==> config.mk <==
export PLATFORM = sky130hd
export DESIGN_NAME = bounded_key_value_table
export DESIGN_NICKNAME = d
export VERILOG_FILES = /design/src/rtl/bkv_pkg.sv /design/src/rtl/bkv_pair_ram.sv /design/src/rtl/bkv_ctrl.sv /design/src/rtl/bounded_key_value_table.sv
export SDC_FILE = /design/constraint.sdc
export NUM_CORES = 2
export LEC_CHECK = 0
export BUFFER_PORTS_ARGS = -buffer_cell sky130_fd_sc_hd__buf_4
export CAP_MARGIN = 0
export CORE_MARGIN = 10
export CORE_UTILIZATION = 39
export CTS_CLUSTER_SIZE = 8
export DETAILED_ROUTE_END_ITERATION = 16
export GPL_TIMING_DRIVEN = 0
export SYNTH_ARGS = -nofsm -noshare
export SYNTH_HDL_FRONTEND = slang
export SYNTH_SLANG_ARGS = --single-unit
==> constraint.sdc <==
create_clock -name clk -period 18.15 [get_ports clk]
set_clock_uncertainty 0.05 [all_clocks]
set_input_delay 3.63 -clock clk [delete_from_list [all_inputs] [get_ports clk]]
set_output_delay 3.63 -clock clk [all_outputs]
set_load 0.1 [all_outputs]
==> src/rtl/bkv_pkg.sv <==
// ----------------------------------------------------------------------------
// bkv_pkg
// Types, sizes and operation codes of the bounded key/value table.
// ----------------------------------------------------------------------------
`timescale 1ns / 1ps

package bkv_pkg;

  localparam int DEPTH       = 16;
  localparam int KEY_WIDTH   = 32;
  localparam int VALUE_WIDTH = 32;
  localparam int ADDR_W      = $clog2(DEPTH);
  localparam int CNT_W       = $clog2(DEPTH + 1);

  localparam int OP_W    = 3;
  localparam int DATA_W  = 32;
  localparam int IDX_W   = 4;
  localparam int ENTRY_W = 5;
  localparam int CAP_W   = 5;

  localparam logic [CAP_W-1:0] CAP_RESET = CAP_W'(16);

  localparam logic [OP_W-1:0] OP_INSERT    = 3'd0;
  localparam logic [OP_W-1:0] OP_UPDATE    = 3'd1;
  localparam logic [OP_W-1:0] OP_UPSERT    = 3'd2;
  localparam logic [OP_W-1:0] OP_ERASE     = 3'd3;
  localparam logic [OP_W-1:0] OP_LOOKUP    = 3'd4;
  localparam logic [OP_W-1:0] OP_READ_AT   = 3'd5;

  typedef struct packed {
    logic [OP_W-1:0]   opcode;
    logic [DATA_W-1:0] req_key;
    logic [DATA_W-1:0] req_value;
    logic [IDX_W-1:0]  req_index;
  } req_t;

  typedef struct packed {
    logic               ok;
    logic [DATA_W-1:0]  out_key;
    logic [DATA_W-1:0]  out_value;
    logic [ENTRY_W-1:0] entry_count;
    logic               is_empty;
  } rsp_t;

  typedef struct packed {
    logic [KEY_WIDTH-1:0]   key;
    logic [VALUE_WIDTH-1:0] value;
  } pair_t;

  typedef struct packed {
    logic              rd_en;
    logic [ADDR_W-1:0] rd_addr;
    logic              wr_en;
    logic [ADDR_W-1:0] wr_addr;
    pair_t             wr_data;
  } ram_req_t;

  typedef enum logic [2:0] {
    ST_IDLE,
    ST_SCAN,
    ST_READ,
    ST_SHIFT,
    ST_DONE
  } state_t;

endpackage

==> src/rtl/bkv_pair_ram.sv <==
// ----------------------------------------------------------------------------
// bkv_pair_ram
// Key/value pair storage: one write port, one read port, registered read.
// ----------------------------------------------------------------------------
`timescale 1ns / 1ps

module bkv_pair_ram (
  input  logic               clk,
  input  bkv_pkg::ram_req_t  ram_req,
  output bkv_pkg::pair_t     rdata
);
  import bkv_pkg::*;

  pair_t mem [DEPTH];

  always_ff @(posedge clk) begin
    if (ram_req.wr_en) begin
      mem[ram_req.wr_addr] <= ram_req.wr_data;
    end
  end

  always_ff @(posedge clk) begin
    if (ram_req.rd_en) begin
      rdata <= mem[ram_req.rd_addr];
    end
  end

endmodule

==> src/rtl/bkv_ctrl.sv <==
// ----------------------------------------------------------------------------
// bkv_ctrl
// Request sequencer: scans the pair memory for a key, writes back updates,
// appends inserts, compacts the table on erase and reads a pair by index.
// ----------------------------------------------------------------------------
`timescale 1ns / 1ps

module bkv_ctrl (
  input  logic                        clk,
  input  logic                        rst,
  input  logic                        req_valid,
  output logic                        req_stall,
  input  bkv_pkg::req_t               req,
  input  logic [bkv_pkg::CAP_W-1:0]   capacity,
  output bkv_pkg::ram_req_t           ram_req,
  input  bkv_pkg::pair_t              ram_rdata,
  output logic                        res_valid,
  input  logic                        res_taken,
  output bkv_pkg::rsp_t               res
);
  import bkv_pkg::*;

  state_t                 state;
  state_t                 state_next;
  logic [OP_W-1:0]        op;
  logic [KEY_WIDTH-1:0]   key;
  logic [VALUE_WIDTH-1:0] val;
  logic [CNT_W-1:0]       count;
  logic [CNT_W-1:0]       count_next;
  logic [CNT_W-1:0]       scan_idx;
  logic [CNT_W-1:0]       scan_idx_next;
  logic                   pend;
  logic                   pend_next;
  logic [ADDR_W-1:0]      pend_idx;
  logic [ADDR_W-1:0]      pend_idx_next;
  rsp_t                   res_next;

  logic accept;
  logic hit;
  logic scan_end;
  logic full;
  logic idx_ok;
  logic erase_more;

  assign accept     = req_valid && (state == ST_IDLE);
  assign req_stall  = (state != ST_IDLE);
  assign res_valid  = (state == ST_DONE);
  assign hit        = pend && (ram_rdata.key == key);
  assign scan_end   = (scan_idx >= count);
  assign full       = (count >= CNT_W'(capacity)) || (count >= CNT_W'(DEPTH));
  assign idx_ok     = (CNT_W'(req.req_index) < count);
  assign erase_more = ((CNT_W'(pend_idx) + CNT_W'(1)) < count);

  always_comb begin
    state_next = state;
    case (state)
      ST_IDLE: begin
        if (accept) begin
          if (req.opcode == OP_READ_AT) begin
            state_next = idx_ok ? ST_READ : ST_DONE;
          end else if (req.opcode == OP_INSERT || req.opcode == OP_UPDATE ||
                       req.opcode == OP_UPSERT || req.opcode == OP_ERASE ||
                       req.opcode == OP_LOOKUP) begin
            state_next = ST_SCAN;
          end else begin
            state_next = ST_DONE;
          end
        end
      end
      ST_SCAN: begin
        if (hit) begin
          state_next = (op == OP_ERASE && erase_more) ? ST_SHIFT : ST_DONE;
        end else if (scan_end) begin
          state_next = ST_DONE;
        end
      end
      ST_READ: begin
        state_next = ST_DONE;
      end
      ST_SHIFT: begin
        if (scan_end) begin
          state_next = ST_DONE;
        end
      end
      ST_DONE: begin
        if (res_taken) begin
          state_next = ST_IDLE;
        end
      end
      default: begin
        state_next = ST_IDLE;
      end
    endcase
  end

  always_comb begin
    ram_req       = '0;
    count_next    = count;
    scan_idx_next = scan_idx;
    pend_next     = pend;
    pend_idx_next = pend_idx;
    res_next      = res;
    case (state)
      ST_IDLE: begin
        if (accept) begin
          ram_req.rd_en      = 1'b1;
          ram_req.rd_addr    = ADDR_W'(req.req_index);
          scan_idx_next      = '0;
          pend_next          = 1'b0;
          res_next.ok        = 1'b0;
          res_next.out_key   = '0;
          res_next.out_value = '0;
        end
      end
      ST_SCAN: begin
        if (hit) begin
          pend_next = 1'b0;
          case (op)
            OP_UPDATE, OP_UPSERT: begin
              ram_req.wr_en         = 1'b1;
              ram_req.wr_addr       = pend_idx;
              ram_req.wr_data.key   = key;
              ram_req.wr_data.value = val;
              res_next.ok           = 1'b1;
            end
            OP_ERASE: begin
              if (erase_more) begin
                scan_idx_next = CNT_W'(pend_idx) + CNT_W'(1);
              end else begin
                count_next  = count - CNT_W'(1);
                res_next.ok = 1'b1;
              end
            end
            OP_LOOKUP: begin
              res_next.ok        = 1'b1;
              res_next.out_value = DATA_W'(ram_rdata.value);
            end
            default: begin
              res_next.ok = 1'b0;
            end
          endcase
        end else if (scan_end) begin
          if ((op == OP_INSERT || op == OP_UPSERT) && !full) begin
            ram_req.wr_en         = 1'b1;
            ram_req.wr_addr       = ADDR_W'(count);
            ram_req.wr_data.key   = key;
            ram_req.wr_data.value = val;
            count_next            = count + CNT_W'(1);
            res_next.ok           = 1'b1;
          end
        end else begin
          ram_req.rd_en   = 1'b1;
          ram_req.rd_addr = ADDR_W'(scan_idx);
          pend_next       = 1'b1;
          pend_idx_next   = ADDR_W'(scan_idx);
          scan_idx_next   = scan_idx + CNT_W'(1);
        end
      end
      ST_READ: begin
        res_next.ok        = 1'b1;
        res_next.out_key   = DATA_W'(ram_rdata.key);
        res_next.out_value = DATA_W'(ram_rdata.value);
      end
      ST_SHIFT: begin
        if (pend) begin
          ram_req.wr_en   = 1'b1;
          ram_req.wr_addr = pend_idx - ADDR_W'(1);
          ram_req.wr_data = ram_rdata;
        end
        if (!scan_end) begin
          ram_req.rd_en   = 1'b1;
          ram_req.rd_addr = ADDR_W'(scan_idx);
          pend_next       = 1'b1;
          pend_idx_next   = ADDR_W'(scan_idx);
          scan_idx_next   = scan_idx + CNT_W'(1);
        end else begin
          pend_next   = 1'b0;
          count_next  = count - CNT_W'(1);
          res_next.ok = 1'b1;
        end
      end
      ST_DONE: begin
        res_next = res;
      end
      default: begin
        pend_next = 1'b0;
      end
    endcase
    if (state != ST_DONE) begin
      res_next.entry_count = ENTRY_W'(count_next);
      res_next.is_empty    = (count_next == '0);
    end
  end

  always_ff @(posedge clk) begin
    if (rst) begin
      state <= ST_IDLE;
      count <= '0;
      pend  <= 1'b0;
    end else begin
      state <= state_next;
      count <= count_next;
      pend  <= pend_next;
    end
  end

  always_ff @(posedge clk) begin
    if (accept) begin
      op  <= req.opcode;
      key <= KEY_WIDTH'(req.req_key);
      val <= VALUE_WIDTH'(req.req_value);
    end
    scan_idx <= scan_idx_next;
    pend_idx <= pend_idx_next;
    res      <= res_next;
  end

endmodule

==> src/rtl/bounded_key_value_table.sv <==
// ----------------------------------------------------------------------------
// bounded_key_value_table
// Key/value table of bounded capacity held in a single pair memory.
// ----------------------------------------------------------------------------
// One request is handled at a time; each gives exactly one response. An
// undefined opcode or a read at an index not below the count goes straight
// to the response; a read at a valid index first reads the pair memory. A
// key search reads the stored pairs in order until it hits the key or
// reaches the count. An erase that hits moves each later pair down by one
// place. The response shows in the same cycle in which the next request
// can first be taken. The search and the compaction are paced by the
// single read port of the pair memory, which visits one entry per cycle.
// A new request is taken while the previous response still waits in the
// output register. Capacity may be written only while no request is in
// flight.
`timescale 1ns / 1ps

module bounded_key_value_table (
  input  logic                       clk,
  input  logic                       rst,
  input  logic                       req_valid,
  output logic                       req_stall,
  input  bkv_pkg::req_t              req,
  output logic                       rsp_valid,
  input  logic                       rsp_stall,
  output bkv_pkg::rsp_t              rsp,
  input  logic                       cfg_wr_en,
  input  logic [bkv_pkg::CAP_W-1:0]  cfg_wr_data
);
  import bkv_pkg::*;

  logic [CAP_W-1:0] capacity;
  ram_req_t         ram_req;
  pair_t            ram_rdata;
  logic             res_valid;
  logic             res_taken;
  rsp_t             res;

  always_ff @(posedge clk) begin
    if (rst) begin
      capacity <= CAP_RESET;
    end else if (cfg_wr_en) begin
      capacity <= cfg_wr_data;
    end
  end

  bkv_pair_ram u_ram (
    .clk     (clk),
    .ram_req (ram_req),
    .rdata   (ram_rdata)
  );

  bkv_ctrl u_ctrl (
    .clk       (clk),
    .rst       (rst),
    .req_valid (req_valid),
    .req_stall (req_stall),
    .req       (req),
    .capacity  (capacity),
    .ram_req   (ram_req),
    .ram_rdata (ram_rdata),
    .res_valid (res_valid),
    .res_taken (res_taken),
    .res       (res)
  );

  assign res_taken = res_valid && (!rsp_valid || !rsp_stall);

  always_ff @(posedge clk) begin
    if (rst) begin
      rsp_valid <= 1'b0;
    end else if (res_taken) begin
      rsp_valid <= 1'b1;
    end else if (!rsp_stall) begin
      rsp_valid <= 1'b0;
    end
  end

  always_ff @(posedge clk) begin
    if (res_taken) begin
      rsp <= res;
    end
  end

endmodule

# Word level (Yosys, flattened, before mapping)
# Memories as Yosys holds them, arrays and structs flattened. A register that Yosys moved wholly into a read port is not among the register bits.
# Cells that the tools add are included.
# totals
ff_bits,233
latchBits,0
ram_bits,1024
romBits,0
inputBits,81
out_inout_bits,73
elab_cells,151
memories,1
# op_classes
addsub,5
mul,0
div,0
order_cmp,5
eq_ne,28
n_shift,0
muxes,56
bitwise_logic,1
n_reduce_logical,35
# mem_list
memory,depth,word_bits,read_ports,rd_clocked_by_memory_dff,write_ports,line,text
u_ram.mem,16,64,1,1,1,bkv_pair_ram.sv:14,pair_t mem [DEPTH];
# ops
operator,count
$mux 69,5
$pmux 69 s2,1
$pmux 32 s3,1
$mux 5,14
$mux 65,1
$mux 32,2
$pmux 32 s2,1
$eq 32x32->1,1
$pmux 5 s3,2
$mux 3,8
$eq 3x2->1 const B,6
$pmux 3 s5,1
$mux 1,13
$eq 3x3->1 const B,4
$add 5x1->5 const B,2
$ge 5x5->1,2
$ne 2x1->1 const B,5
$pmux 5 s2,1
$eq 3x1->1 const B,3
$logic_not 3->1,3
$ne 3x3->1 const B,3
$reduce_bool 3->1,3
$mux 4,2
$pmux 1 s4,2
other kinds (25),44

# Depth between registers and ports, before layout
# depth
word_depth,10
ltp_mapped,15

# Hierarchy
# From an unflattened synthesis, not the netlist that was laid out.
# unflattened
cells_unflattened,2341
hier_area_um2,50234.4
# by_module_without_submodules
mod,instances,cells_each,area_each_um2,seq_area_each_um2
bkv_pair_ram,1,1647,40222.3,32671.3
bkv_ctrl,1,603,7659.8,4594.4
bounded_key_value_table,1,91,2352.3,2252.2

# Least setup slack after synthesis
# Ideal clock, no wire load.
# synth_path
kind,input -> register
start,in rsp_stall
end,"reg rsp[0] in the netlist's numbering, enable pin"
setup_ps,523
arrival_time_ps,7095
required_ps,17577
setup_slack_ps,10482
path_stages,1
path_buffers,0
cell_sequence,a21oi_1
# synth_via
elab_chain_len,3
# synth_rtl
item,line,text
start: declaration,bounded_key_value_table.sv:25,"input logic rsp_stall,"
$logic_not 1->1,--,
$logic_or 1x1->1,bounded_key_value_table.sv:67,assign res_taken = res_valid && (!rsp_valid || !rsp_stall);
$logic_and 1x1->1,bounded_key_value_table.sv:67,
end signal: assignment,bounded_key_value_table.sv:81,rsp <= res;
end: declaration,bounded_key_value_table.sv:26,"output bkv_pkg::rsp_t rsp,"
# No other way between the ends.
# A chain may end at the register's enable or synchronous reset.

# Worst setup path after layout
# layout_path
start,in req_valid
end,"reg, netlist name u_ram.rdata[58]"
# layout_via
elab_chain_len,3
# layout_rtl
item,line,text
start: declaration,bounded_key_value_table.sv:21,"input logic req_valid,"
$logic_and 1x1->1,bkv_ctrl.sv:45,assign accept = req_valid && (state == ST_IDLE);
via u_ctrl.accept,bkv_ctrl.sv:38,logic accept;
$mux 5,bkv_ctrl.sv:105,if (accept) begin
$pmux 5 s3,bkv_ctrl.sv:103,case (state)
# The timed path passes the listed nets, and every way through them passes these cells.

==> results.yml <==
run_status:
  status: "complete, but fails checks"
  violations: "capacitance limit, slew limit"
clock_network:
  cts_hold_buf: 0
  clk-insertion-delay-late_ns: 0.79
  tritoncts: "built"
  cts_setup_buffers: 0
  cts.sinks: 1321
  clock-root-buffer: "clkbuf_16"
  clkSlewWorstSetupHoldPaths_ns: 0.05
  cts_buffer_depth: 3
  postCtsResizedCells: 0
  cts_made_buffers: 184
  h-tree-depth: 4
drt:
  drt_iter0_drc: 3905
  postRouteAntennaNets: 0
  num_vias: 30512
  drc: 0
  wire_per_inst_um: 27.9
  viasPerCell: 5.60
  totalWireLength_um: 152000
  drt_first_pass_iters: 7
global_routing:
  first_global_vias: 29819
  grt_pass1_wl_um: 215000
  grt_overflow: 0
  grtUsageTotal_pct: 20.4
  antenna_found_initial: 7
  grt_max_degree: 43
synthesis:
  synth.distinct_cells: 60
  netlist_area_mm2: 0.0509
  synth_ff_type: "edfxtp_1"
  synth_seq_cells: 1321
  yosysMostFrequentCell: "edfxtp_1"
  async_flop_share_pct: 0
  yosys_warnings: 0
  ys_seq_area_share_pct: 77.6
  synth-edff-count: 1306
  synthCells: 3279
  syn_nets: 3384
  synth_common_cells: "edfxtp_1, nand2_1, a21oi_1"
  avgSynthCellArea_um2: 15.5
  yosysTopAreaCell: "edfxtp_1"
  netlist_top_cells_area: "edfxtp_1, nand2_1, mux2i_1"
  synth_top_cell_area_share_pct: 77.0
power:
  leakagePower_nw: 21.0
  max-vdd-ir-drop_mv: 0.0874
  power_mw: 7.13
  p_per_area_mw_per_mm2: 118
worst_setup_path:
  r2r_slack_ns: 11.79
  cp-end-kind: "flop"
  worst-endpoint-arrival_ns: 7.84
  cp-start-kind: "input port"
  crit_type: "input port to flop"
  crit_required_ns: 18.61
  cp_max_fo: 42
placement:
  post-dp-hpwl_um: 100000
  io_buffers: 152
  place_congestion: 0.856
cells_and_area:
  area.growth.synth_to_final_pct: 19.0
  nets: 3777
  drive_gt1_share_pct: 14.0
  seqCellArea_mm2: 0.0395
  n_fill_cell: 10991
  multiInputGateArea_mm2: 0.0106
run:
  drv_cap: 3
die:
  die_h_um: 381
  rows: 132
  ios: 154
  start_util_pct: 39.3
  die_x_um: 381
  coreArea_mm2: 0.130
  dieArea_mm2: 0.145
timing:
  period_needed_ns: 7.38
  relSlewSlack_pct: -4.86
  tightest_slew_ns: 1.57
  finalSetupViolations: 0
  fin_tns_setup_ns: 0
  rsz0062_at_grt: "false"
  min_period_over_period_pct: 40.7
  hold_viol: 0
  finalMaxSlewViolations: 22
  fmax_ghz: 0.135
hold_path:
  hold_path_class: "flop to flop"
registers in the layout (all words and copies together), names as in the netlist:
name,cells
u_ctrl.state,3
rsp,71
u_ctrl.pend,1
u_ctrl.res,71
u_ram.rdata,64
u_ctrl.pend_idx,4
u_ctrl.scan_idx,5
u_ctrl.count,5
rsp_valid,1
u_ram.mem,1024
u_ctrl.key,32
u_ctrl.op,3
capacity,5
u_ctrl.val,32
per-stage QoR:
| stage | instances | utilization (%) | area [um2] | setup WS [ns] | hold slack (ns) |
|---|---|---|---|---|---|
| finish | 5452 | 46.8 | 60600 | 10.77 | 0.350 |
| global route | 5451 | 46.7 | 60600 | 10.69 | 0.348 |
| CTS | 5451 | 46.7 | 60600 | 10.86 | 0.353 |
| detailed placement | 5228 | 42.9 | 55700 | 10.02 | 0.355 |
| global placement | 5173 | 41.8 | 54300 | 6.89 | 0.353 |
| floorplan | 3279 | - | 50900 | 10.48 | 0.350 |
report_power, final:
group	total, mW	internal [mW]	switching, mW
Combinational	0.595	0.181	0.414
Sequential	3.50	3.44	0.0585
Clock	3.04	1.82	1.22
Total	7.13	5.44	1.69
routing by layer:
metal | track usage [%] | share of wire, % | wire length [um]
met5 | 0 | 0.0085 | 13
met4 | 8.31 | 3.7 | 5660
met3 | 5.91 | 11 | 16500
met2 | 30.5 | 44 | 67500
met1 | 27.7 | 41 | 62600
logic make-up after synthesis:
logic type                 Yosys count  synth area share, %
DFF                               1321                 77.6
AOI/OAI and AO/OA                  547                 6.43
xor gates and xnor gates            42                0.722
muxes                              225                 4.42
adders and majority gates           24                0.590
and+or+nand+nor                    926                 8.33
buffers and inverters              194                 1.92
worst max-delay path, stage by stage:
cell	delay, ns
buf_4	0.08
inv_1	0.07
nor4_1	0.46
buf_4	0.64
buf_16	0.35
and2_1	0.21
a31oi_2	0.11
clkbuf_1	0.53
clkbuf_1	0.54
nand2_1	0.20
a21oi_1	0.09
or3_1	0.42
or4_1	0.49
area by class of cell:
class,count,share of cell area [%]
clock buffer,207,7.77
antenna,1,0.00413
sequential,1321,65.2
inverter,21,0.130
buffer,173,1.50
clock inverter,16,0.392
tap,1742,3.60
timing repair buffer,207,3.94
multi-input combinational,1764,17.5
path summary, 6_finish.rpt:
check                      to      startpoint  cells past startpoint
max           u_ram.rdata[58]       req_valid                     13
min                   rsp[46]  u_ctrl.res[46]                      0
max reg2reg  u_ram.mem[7][36]   u_ctrl.key[3]                     11
min reg2reg           rsp[46]  u_ctrl.res[46]                      0
cells in the final DEF, fill, tap and decap left out, types with 64 or more instances in the layout:
cell,n
a22o_1,64
clkbuf_1,110
a21oi_1,306
mux2i_1,225
or4_1,84
o22ai_1,109
clkbuf_16,185
buf_4,168
nand2_1,618
edfxtp_1,1306
Power figures use the tool's default switching activity.
